## src/rtl/ils_pkg.sv

```systemverilog
// ----------------------------------------------------------------------------
// ils_pkg
// Shared types and constants for the indexed list store.
// ----------------------------------------------------------------------------
package ils_pkg;

  localparam int unsigned DefCapacity = 1024;
  localparam int unsigned KindW       = 3;
  localparam int unsigned PosW        = 11;
  localparam int unsigned ValW        = 32;
  localparam int unsigned StatW       = 2;
  localparam int unsigned CntOutW     = 11;

  typedef enum logic [KindW-1:0] {
    KIND_READ = 3'd0,
    KIND_HEAD = 3'd1,
    KIND_TAIL = 3'd2,
    KIND_AT   = 3'd3,
    KIND_DEL  = 3'd4
  } kind_e;

  typedef enum logic [StatW-1:0] {
    STAT_DONE  = 2'd0,
    STAT_RANGE = 2'd1,
    STAT_FULL  = 2'd2
  } status_e;

  typedef enum logic [2:0] {
    ST_IDLE,
    ST_DECODE,
    ST_SHIFT,
    ST_DRAIN,
    ST_WRITE,
    ST_SHRINK,
    ST_READ,
    ST_DONE
  } state_e;

  typedef struct packed {
    logic [KindW-1:0]  kind;
    logic [PosW-1:0]   position;
    logic signed [ValW-1:0] value;
  } in_req_t;

  typedef struct packed {
    logic signed [ValW-1:0] read_value;
    logic [StatW-1:0]  status;
    logic [CntOutW-1:0] item_count;
  } out_rsp_t;

  typedef struct packed {
    logic capture;
    logic decide;
    logic start_ins;
    logic start_del;
    logic shift;
    logic write_val;
    logic cnt_inc;
    logic cnt_dec;
    logic rd_op;
    logic load_out;
  } dp_cmd_t;

  typedef struct packed {
    kind_e   kind;
    status_e code;
    logic    no_move;
    logic    last;
  } dp_stat_t;

endpackage

```

## src/rtl/ils_ctrl.sv

```systemverilog
// ----------------------------------------------------------------------------
// ils_ctrl
// Sequencer for decode, entry shifting, write-back and result handoff.
// ----------------------------------------------------------------------------
module ils_ctrl import ils_pkg::*; (
  input  logic     clk_i,
  input  logic     rst_ni,
  input  logic     in_valid_i,
  output logic     in_ready_o,
  input  logic     out_ready_i,
  output logic     out_valid_o,
  input  dp_stat_t stat_i,
  output dp_cmd_t  cmd_o
);

  state_e state_q, state_d;
  logic   out_valid_q;
  logic   slot_free;

  assign slot_free = !out_valid_q || out_ready_i;

  always_comb begin
    state_d = state_q;
    unique case (state_q)
      ST_IDLE:   if (in_valid_i) state_d = ST_DECODE;
      ST_DECODE: begin
        if (stat_i.code != STAT_DONE) begin
          state_d = ST_DONE;
        end else begin
          unique case (stat_i.kind)
            KIND_READ: state_d = ST_READ;
            KIND_HEAD, KIND_TAIL, KIND_AT:
              state_d = stat_i.no_move ? ST_WRITE : ST_SHIFT;
            KIND_DEL:  state_d = stat_i.no_move ? ST_SHRINK : ST_SHIFT;
            default:   state_d = ST_DONE;
          endcase
        end
      end
      ST_SHIFT:  if (stat_i.last) state_d = ST_DRAIN;
      ST_DRAIN:  state_d = (stat_i.kind == KIND_DEL) ? ST_SHRINK : ST_WRITE;
      ST_WRITE:  state_d = ST_DONE;
      ST_SHRINK: state_d = ST_DONE;
      ST_READ:   state_d = ST_DONE;
      ST_DONE:   if (slot_free) state_d = ST_IDLE;
      default:   state_d = ST_IDLE;
    endcase
  end

  always_comb begin
    cmd_o      = '0;
    in_ready_o = 1'b0;
    unique case (state_q)
      ST_IDLE: begin
        in_ready_o    = 1'b1;
        cmd_o.capture = in_valid_i;
      end
      ST_DECODE: begin
        cmd_o.decide = 1'b1;
        if (state_d == ST_SHIFT) begin
          cmd_o.start_del = (stat_i.kind == KIND_DEL);
          cmd_o.start_ins = (stat_i.kind != KIND_DEL);
        end
      end
      ST_SHIFT:  cmd_o.shift = 1'b1;
      ST_WRITE: begin
        cmd_o.write_val = 1'b1;
        cmd_o.cnt_inc   = 1'b1;
      end
      ST_SHRINK: cmd_o.cnt_dec  = 1'b1;
      ST_READ:   cmd_o.rd_op    = 1'b1;
      ST_DONE:   cmd_o.load_out = slot_free;
      default:   cmd_o = '0;
    endcase
  end

  always_ff @(posedge clk_i or negedge rst_ni) begin
    if (!rst_ni) begin
      state_q     <= ST_IDLE;
      out_valid_q <= 1'b0;
    end else begin
      state_q <= state_d;
      if (cmd_o.load_out) begin
        out_valid_q <= 1'b1;
      end else if (out_ready_i) begin
        out_valid_q <= 1'b0;
      end
    end
  end

  assign out_valid_o = out_valid_q;

endmodule

```

## config.mk

```make
export PLATFORM = sky130hd
export DESIGN_NAME = ils_ctrl
export DESIGN_NICKNAME = d
export VERILOG_FILES = /design/src/rtl/ils_pkg.sv /design/src/rtl/ils_ctrl.sv
export SDC_FILE = /design/constraint.sdc
export NUM_CORES = 1
export LEC_CHECK = 0
export BUFFER_PORTS_ARGS = -buffer_cell sky130_fd_sc_hd__buf_4
export CAP_MARGIN = 10
export CORE_AREA = 2 2 39 41
export DETAILED_ROUTE_END_ITERATION = 7
export DIE_AREA = 0 0 41 43
export PLACE_DENSITY = 0.61
export SYNTH_ARGS = -nofsm -noshare
export SYNTH_HDL_FRONTEND = slang
export SYNTH_SLANG_ARGS = --single-unit
```

## constraint.sdc

```tcl
create_clock -name clk_i -period 1.55 [get_ports clk_i]
set_input_delay 0.155 -clock clk_i [delete_from_list [all_inputs] [get_ports clk_i]]
set_output_delay 0.155 -clock clk_i [all_outputs]
set_load 0.005 [all_outputs]
```

Yosys cells after proc, flatten, opt, wreduce, memory -nomap -nowiden
Index checks and enable logic that the tools add are counted.
- shift-type cells: 0
- add/subtract/negate cells: 0
- multiplexer cells: 20
- multipliers: 0
- equal/unequal tests: 13
- reductions and logical operators: 8
- magnitude comparators: 0
- div/mod/pow operators: 0
- bitwise operators: 0
- operators with widths (kind ; count):
    $mux W3 ; 7
    $pmux W3 S6 ; 1
    $eq A3 B2 Y1 const B ; 5
    $eq A3 B3 Y1 const B ; 5
    $mux W1 ; 9
    $pmux W3 S3 ; 1
    $eq A3 B1 Y1 const B ; 2
    $logic_not A3 Y1 ; 2
    $reduce_or A3 Y1 ; 2
    $mux W2 ; 2
    $reduce_bool A2 Y1 ; 2
    $ne A3 B3 Y1 const B ; 1
    $logic_not A1 Y1 ; 1
    $logic_or A1 B1 Y1 ; 1
- memory bits (writable): 0
- logic and storage cells: 43
- bits in latches: 0
- output and inout bits: 12
- input bits: 11
- memories kept: 0
- register bits after elaboration: 4
- memory bits (read-only): 0

Logic depth before layout (Yosys ltp)
Gate-level depths: netlist of the first run.
- depth in word-level cells: 8
- depth in mapped cells: 4

Worst setup path after synthesis of the first run
Ideal clock, no wire load.
- kind: reg-to-reg
- start: register state_q[1]
- end: register state_q[1]
- path slack: 387 ps
- arrival time: 1031 ps
- cell stages (with the launch flop): 4
- setup time: 131 ps
- buffers on the path: 1
- clock period less this slack: 1163 ps
- cells stage by stage: dfrtp_1 -> clkbuf_1 -> nor2b_1 -> or3_1
- cells in the longest elaborated chain, start to end: 3
- ends and longest elaborated chain (what ; line ; RTL):
    from (decl) ; ils_ctrl.sv:16 ; state_e state_q, state_d;
    from (signal assigned) ; ils_ctrl.sv:81 ; state_q <= state_d;
    $eq A3 B3 Y1 ; ils_ctrl.sv:24 ; unique case (state_q)
    $reduce_or A3 Y1 (no source line) ; -- ;
    $pmux W3 S6 (*) ; ils_ctrl.sv:24 ;
    net state_d[1] ; ils_ctrl.sv:16 ;
Mark *: on every way through the listed nets, which the timed path passes. The rest lies on a longest branch.
A chain may end at the register's enable or synchronous reset.

==> results of run 1 <==
placed cells by master, fill, tap and decap left out, types with 2 or more instances in the layout:
cell	count
a21oi_1	2
nor2b_1	2
dfrtp_1	3
inv_1	2
nor2_1	4
and2_1	3
buf_4	24
clkbuf_4	3
nand2_1	3
nor3_1	3
or3_1	3
cell usage after synthesis, drive strengths merged:
library cell	count	area (um2)
inv	2	7.51
o21ai	1	5.00
and2	4	25.0
o31a	1	8.76
a221oi	1	15.0
nor3b	1	7.51
nand2b	2	12.5
nor2b	2	12.5
o31ai	1	7.51
a21o	1	7.51
or3	4	30.0
a2bb2oi	1	8.76
nand3	1	5.00
dfrtp	4	100
o2111ai	1	8.76
and4b	1	10.0
clkbuf	1	3.75
nor2	4	15.0
buf	2	12.5
nor3	4	25.0
a41oi	1	8.76
a21oi	2	10.0
nand2	3	11.3
power by group:
part	internal, W	switching [W]	leakage (nW)
registers	0.000161	0.0000548	0.0440
clock network	0.0000867	0.0000445	0.0138
logic	0.000297	0.000257	0.227
total	0.000544	0.000356	0.284
cell families (layout without fill, tap and decap cells):
group                  count (synthesis)  in the layout
and+or+nand+nor                       26             26
DFF                                    4              4
AOI/OAI and AO/OA                     10             10
buffers and inverters                  5             30
critical path, delay by kind of cell (launching register included):
family / cells / cell delay [ns]
simple gates: 3 / 0.62
flops: 1 / 0.36
buf+inv: 1 / 0.13
routing by layer:
metal  routed length (um)  part of all wire
met1                  414              0.43
met2                  437              0.45
met3                   77             0.080
met4                   38             0.039
met5                    0                 0
stage by stage:
step,area [um2],cells
floorplan,358,45
global placement,542,82
detailed placement,542,82
CTS,582,86
global route,583,86
finish,583,86
layout make-up:
class	instances	area, um2
sequential	4	101
fill	150	801
multi-input combinational	36	241
timing repair buffer	25	190
clock buffer	3	22.5
tap	16	20.0
inverter	2	7.51
worst max-delay path by stage:
stage	cells past startpoint	startpoint	endpoint
4_1_cts	3	state_q[2]	cmd_o[7]
3_5_place_dp	5	stat_i[3]	cmd_o[7]
5_1_grt	4	state_q[1]	cmd_o[7]
6_report	4	state_q[1]	cmd_o[7]
3_3_place_gp	5	stat_i[3]	cmd_o[7]
2_1_floorplan	3	state_q[1]	state_q[1]
sequential cells by signal (all words and copies together), names as in the netlist:
name,cells
state_q,3
out_valid_o,1
repair_timing:
action	4_1_cts	5_1_grt
gates cloned	0	0
hold endpoints to repair	4	0
resized for setup	1	1
setup endpoints to repair	1	4
hold buffers	1	0
==> flow_summary.yaml, run 1 <==
synth:
  synth_top_family_by_area: "simple AND/OR/NAND/NOR gates"
  synth.distinct_cells: 27
  ys_seq_elements: 4
  seq_area_frac_synth: 0.280
  synth_xor_area_frac: 0
  syn_avg_cell_area_um2: 7.95
  synth_fa_ha_area_frac: 0
  synth_compound_area_frac: 0.224
  muxShareOfSynthArea: 0
  synthSimpleGateAreaFrac: 0.430
  syn-num-nets: 56
  synthCells: 45
  yosysWarnings: 0
  netlist_area_um2: 358
routing:
  antenna_left: 0
  wl_per_cell_um: 11.2
  drt_wl_total_um: 966
  num_vias: 439
  vias_per_cell: 5.10
  dr.pass1.iters: 4
  drc_errors: 0
  drt_iter0_markers: 11
sta:
  setup_slack_ns: 0.0398
  post-route-period-util: 0.974
  worst_clock_skew_ns: 0.00145
  rsz0062_at_grt: "yes"
  setup_viol: 0
  slew_violations: 0
  max-slew-margin-rel: 0.827
  tns_ns: 0
  hold_viol_final: 0
  fin_hold_ws_ns: 0.201
  min_period_ns: 1.51
  fmax_ghz: 0.662
  max_slew.worst_pin.slew_ns: 0.258
placement:
  globalplace.congestion: 0.775
  port_buffers: 22
  place_hpwl_um: 754
  dp_slack_ns: 0.167
cts:
  cts_root_buffer: "clkbuf_4"
  cts_max_level: 1
  clk_latency_ns: 0.24
  numCtsBuffers: 3
  post-cts-setup-buffer-count: 0
  cts_tree: "yes"
  clk_pin_slew_ns: 0.04
  numClockSinks: 4
  cts.path.max_buffers: 2
global_routing:
  gr-usage-met1: 0.163
  grt_first_pass_wirelength_mm: 1.57
  grt_max_degree: 11
  grt.overflow.total: 0
  antenna_found_initial: 0
  top_usage_layer: "met2"
  met2_usage: 0.200
  grt_usage: 0.136
  grt_pass1_vias: 382
  global_route.usage.met3: 0.0157
power_and_ir_drop:
  max-vdd-ir-drop_mv: 0.592
  leakage_nw: 0.284
  power_density_nw_per_um2: 1540
  power_w: 0.000900
worst_setup_path:
  r2r-start: "state_q[1]"
  worstSetupPathType: "reg2out"
  r2r_slack_ns: 0.37
  crit_fanout: 3
  r2r_end: "state_q[1]"
  critPathMaxStageDelay_ns: 0.37
  cp_slowest_cell: "or3_4"
  end_kind: "output pin"
  r2r_cells: 3
  crit_path_cell_trace: "nand2b_4, or3_4, nor3_2, buf_4"
  crit_required_ns: 1.39
  startpoint_type: "flip-flop"
  cp.arrival_ns: 1.36
die:
  fp.dieArea_um2: 1760
  core.rowCount: 14
  pin_count: 23
  start_util: 0.259
  die_w_um: 41
  dieHeight_um: 43
  core-area_um2: 1380
finish:
  num-nets-final: 83
  diodes: 0
  final_core_util: 0.421
  area_growth_pct: 62.9
  drive_gt1_frac: 0.457
run_status:
  status: "finished clean"
worst_hold_path:
  min_delay_path_depth: 3
  min_to: "state_q[0]"
  worstHoldStart: "stat_i[2]"
  hold_class: "in2reg"
job:
  maxCapViolCount: 0
Note: power is estimated with default switching activity, not from simulation.
==> run 2: changes to the inputs <==
--- a/config.mk
+++ b/config.mk
@@ -10,6 +10,7 @@
 export CORE_AREA = 2 2 39 41
 export DETAILED_ROUTE_END_ITERATION = 7
 export DIE_AREA = 0 0 41 43
+export HOLD_SLACK_MARGIN = 0.08
 export PLACE_DENSITY = 0.61
 export SYNTH_ARGS = -nofsm -noshare
 export SYNTH_HDL_FRONTEND = slang
==> constraint.sdc (replaced) <==
create_clock -name clk_i -period 1.55 [get_ports clk_i]
set_input_delay 0.465 -clock clk_i [delete_from_list [all_inputs] [get_ports clk_i]]
set_output_delay 0.465 -clock clk_i [all_outputs]
set_load 0.005 [all_outputs]
==> flow_summary.yaml, run 2 (synthesized netlist as in run 1, its figures left out) <==
run_status:
  status: "finished with violations"
  violations: "setup timing"
worst_setup_path:
  r2r_slack_ns: 0.02
  end_kind: "output pin"
  crit_required_ns: 1.08
  cp.arrival_ns: 1.52
  crit_fanout: 2
  r2r_end: "state_q[0]"
  r2r_cells: 7
  endpoint: "cmd_o[7]"
  startpoint_type: "input pin"
  r2r-start: "state_q[1]"
  worstSetupPathType: "in2out"
  cp-startpoint: "stat_i[3]"
cts:
  numCtsBuffers: 3
  cts_max_level: 1
  cts_root_buffer: "clkbuf_4"
  clk_pin_slew_ns: 0.04
  cts_tree: "yes"
  numClockSinks: 4
  clk_latency_ns: 0.24
  cts.path.max_buffers: 2
global_routing:
  grt_pass1_vias: 489
  grt_max_degree: 8
  grt_usage: 0.183
  antenna_found_initial: 0
  grt_first_pass_wirelength_mm: 2.13
  grt.overflow.total: 0
routing:
  num_vias: 513
  drt_wl_total_mm: 1.39
  drc_errors: 0
  antenna_left: 0
  drt_iter0_markers: 4
  dr.pass1.iters: 4
  wl_per_cell_um: 13.4
  vias_per_cell: 4.93
power_and_ir_drop:
  power_density_nw_per_um2: 1720
  intPower_w: 0.000933
  p_clk_frac: 0.087
  seqPwrFrac: 0.131
  max-vdd-ir-drop_mv: 0.965
  switchingPower_w: 0.000575
  p_sw_frac: 0.381
  power_frac_comb: 0.781
  leakage_nw: 0.430
sta:
  tns_ns: -1.46
  slew_violations: 0
  post-route-period-util: 1.28
  max_slew.worst_pin.slew_ns: 0.309
  max-slew-margin-rel: 0.792
  fmax_ghz: 0.505
  setup_viol: 11
  rsz0062_at_grt: "yes"
  fin_hold_ws_ns: 0.548
  worst_clock_skew_ns: 0.00619
  min_period_ns: 1.98
  hold_viol_final: 0
  setup_slack_ns: -0.432
placement:
  globalplace.congestion: 0.812
  port_buffers: 22
  place_hpwl_um: 813
die:
  die_w_um: 41
  core-area_um2: 1380
  start_util: 0.259
  fp.dieArea_um2: 1760
  pin_count: 23
  core.rowCount: 14
  dieHeight_um: 43
finish:
  diodes: 0
  area_growth_pct: 145
  drive_gt1_frac: 0.727
  largest_register_ffs: 3
  regMostFlops: "state_q"
  final_common_cell: "buf_4"
  final_cell_mix: "27 x buf_4, 14 x buf_6, 4 x dfrtp_1"
  num-nets-final: 101
job:
  maxCapViolCount: 0
worst_hold_path:
  hold_class: "in2async"
[run 2: layout make-up]
class | instances | area (um2)
multi-input cells | 36 | 338
well taps | 16 | 20.0
clock buffers | 3 | 22.5
fillers | 121 | 505
inverters | 2 | 7.51
repair buffers | 43 | 390
flip-flops and latches | 4 | 100
[run 2: power by group through the flow]
stage	sequential (W)	combinational (W)	clock, W
4_1_cts	0.000198	0.000896	0.000132
6_report	0.000198	0.00118	0.000131
3_3_place_gp	0.000183	0.000622	0
2_1_floorplan	0.000190	0.000313	0
5_1_grt	0.000202	0.00126	0.000149
3_5_place_dp	0.000184	0.000629	0
[run 2: worst min-delay path by stage]
stage          slack (ns)  cells past startpoint  startpoint          end
6_report             0.55                      2      rst_ni   state_q[0]
5_1_grt              0.56                      2      rst_ni   state_q[0]
4_1_cts              0.56                      2      rst_ni   state_q[0]
3_5_place_dp         0.26                      1      rst_ni  out_valid_o
3_3_place_gp         0.26                      1      rst_ni  out_valid_o
2_1_floorplan        0.17                      0      rst_ni  out_valid_o
[run 2: critical path, stage by stage]
cell,delay (ns)
buf_6,0.09
or3_4,0.38
or3_4,0.35
nor3_2,0.11
buf_4,0.13
[run 2: repair_timing]
item,in CTS,in global routing
resized for setup,17,22
buffers inserted,7,5
endpoints found under the hold margin,4,0
pin swaps,3,7
endpoints found under the setup margin,11,12
hold buffers,1,0
gates cloned,0,0
[run 2: per-stage QoR]
stage | setup slack, ns | std cells | instance area (um2) | total power [W] | utilization
3_5_place_dp | -0.456 | 91 | 609 | 0.000813 | 0.440
6_report | -0.432 | 104 | 878 | 0.00151 | 0.635
3_3_place_gp | -0.447 | 91 | 609 | 0.000805 | 0.440
2_1_floorplan | -0.210 | 45 | 358 | 0.000504 | -
5_1_grt | -0.470 | 104 | 878 | 0.00161 | 0.635
4_1_cts | -0.422 | 102 | 767 | 0.00123 | 0.554
[run 2: layer usage]
metal | part of all wire | track usage | routed length, um
met1 | 0.37 | 0.193 | 513
met2 | 0.56 | 0.316 | 783
met3 | 0.060 | 0.0628 | 83
met4 | 0.0058 | 0.0600 | 8
met5 | 0 | 0 | 0
==> run 3: changes to the inputs <==
--- a/config.mk
+++ b/config.mk
@@ -7,11 +7,13 @@
 export LEC_CHECK = 0
 export BUFFER_PORTS_ARGS = -buffer_cell sky130_fd_sc_hd__buf_4
 export CAP_MARGIN = 10
-export CORE_AREA = 2 2 39 41
+export CELL_PAD_IN_SITES_DETAIL_PLACEMENT = 1
+export CELL_PAD_IN_SITES_GLOBAL_PLACEMENT = 1
+export CORE_MARGIN = 2
+export CORE_UTILIZATION = 26
 export DETAILED_ROUTE_END_ITERATION = 7
-export DIE_AREA = 0 0 41 43
 export HOLD_SLACK_MARGIN = 0.08
-export PLACE_DENSITY = 0.61
+export PLACE_DENSITY = 0.8
 export SYNTH_ARGS = -nofsm -noshare
 export SYNTH_HDL_FRONTEND = slang
 export SYNTH_SLANG_ARGS = --single-unit
==> flow_summary.yaml, run 3 (synthesized netlist as in run 1, its figures left out) <==
power_and_ir_drop:
  intPower_w: 0.000867
  max-vdd-ir-drop_mv: 0.980
  leakage_nw: 0.400
  p_clk_frac: 0.090
  switchingPower_w: 0.000581
  p_sw_frac: 0.401
  power_frac_comb: 0.767
  seqPwrFrac: 0.142
  power_density_nw_per_um2: 1750
placement:
  place_hpwl_mm: 1.09
  globalplace.congestion: 0.852
  dpl_cell_area_um2: 601
  port_buffers: 22
  dp.cells: 89
worst_setup_path:
  cp.arrival_ns: 1.54
  startpoint_type: "input pin"
  end_kind: "output pin"
  r2r_cells: 5
  crit_required_ns: 1.08
  crit_fanout: 2
  worstSetupPathType: "in2out"
sta:
  slew_violations: 0
  setup_viol: 11
  fin_hold_ws_ns: 0.579
  worst_clock_skew_ns: 0.00118
  setup_slack_ns: -0.456
  hold_viol_final: 0
  fmax_ghz: 0.498
  rsz0062_at_grt: "yes"
  max-slew-margin-rel: 0.768
  max_slew.worst_pin.slew_ns: 0.344
  post-route-period-util: 1.29
  min_period_ns: 2.01
die:
  fp.dieArea_um2: 1690
  core.rowCount: 13
  die_w_um: 41.1
  start_util: 0.275
  pin_count: 23
  dieHeight_um: 41.1
  core-area_um2: 1300
global_routing:
  grt_max_degree: 9
  grt.overflow.total: 0
  antenna_found_initial: 0
  grt_first_pass_wirelength_mm: 2.35
  grt_pass1_vias: 528
  grt_usage: 0.219
routing:
  vias_per_cell: 5.27
  drt_iter0_markers: 8
  wl_per_cell_um: 17.5
  num_vias: 532
  drt_wl_total_mm: 1.77
  antenna_left: 0
  dr.pass1.iters: 4
  drc_errors: 0
finish:
  final_cells: 101
  diodes: 0
  drive_gt1_frac: 0.686
  area_growth_pct: 131
  final_area_um2: 828
  final_core_util: 0.637
  multi_input_area_um2: 324
  final_common_cell: "buf_4"
  seq_area_um2: 100
  largest_register_ffs: 3
  fillCellCount: 146
  final_cell_mix: "29 x buf_4, 11 x buf_6, 4 x dfrtp_1"
  num-nets-final: 99
  regMostFlops: "state_q"
cts:
  cts_tree: "yes"
  clk_latency_ns: 0.23
  cts_max_level: 1
  clk_pin_slew_ns: 0.04
  numClockSinks: 4
  cts_root_buffer: "clkbuf_4"
  numCtsBuffers: 3
  cts.path.max_buffers: 2
job:
  maxCapViolCount: 0
run_status:
  violations: "setup timing"
  status: "finished with violations"
worst_hold_path:
  hold_class: "in2async"
-- run 3: metrics by stage --
| step | power [W] | setup TNS [ns] | setup slack [ns] |
|---|---|---|---|
| after floorplan | 0.000504 | -0.412 | -0.210 |
| after global placement | 0.000811 | -0.857 | -0.439 |
| after detailed placement | 0.000843 | -0.981 | -0.473 |
| after CTS | 0.00123 | -1.95 | -0.442 |
| after global routing | 0.00154 | -2.51 | -0.502 |
| final | 0.00145 | -1.89 | -0.456 |
-- run 3: path summary, 6_finish.rpt --
path                              from  slack (ns)     endpoint
max reg2reg                 state_q[1]        0.20   state_q[0]
min reg2reg                out_valid_o        0.72  out_valid_o
min in group clk_i           stat_i[0]        0.59   state_q[0]
max                          stat_i[3]       -0.46     cmd_o[7]
max in group asynchronous       rst_ni        0.87   state_q[1]
min                             rst_ni        0.58  out_valid_o
-- run 3: final cells by class --
| class | instances | share of cell area |
|---|---|---|
| Inverter | 2 | 0.0136 |
| Multi-Input combinational cell | 36 | 0.391 |
| Sequential cell | 4 | 0.121 |
| Timing Repair Buffer | 41 | 0.424 |
| Tap cell | 15 | 0.0227 |
| Clock buffer | 3 | 0.0272 |
-- run 3: power by group through the flow --
stage	Sequential (W)	Clock, W	Combinational, W
2_1_floorplan	0.000190	0	0.000313
3_3_place_gp	0.000186	0	0.000625
3_5_place_dp	0.000191	0	0.000652
4_1_cts	0.000198	0.000136	0.000893
5_1_grt	0.000212	0.000141	0.00118
6_report	0.000206	0.000131	0.00111
-- run 3: per-layer routing --
metal / up-vias / track usage / wire length [um]
li1: 246 / - / -
met5: - / 0 / 0
met3: 4 / 0.0272 / 72
met1: 260 / 0.239 / 635
met2: 22 / 0.410 / 1040
met4: 0 / 0.0968 / 19
-- run 3: worst max-delay path, stage by stage --
cell,delay [ns]
buf_6,0.09
or3_4,0.39
or3_4,0.36
nor3_4,0.11
buf_4,0.12
-- run 3: what timing repair did --
item                                   4_1_cts  5_1_grt
resized for setup                           21       12
hold buffers                                 1        0
buffers inserted                             4        6
endpoints found under the hold margin        4        0
cloned                                       0        0
pin swaps                                    3        4
setup endpoints to repair                   11       11
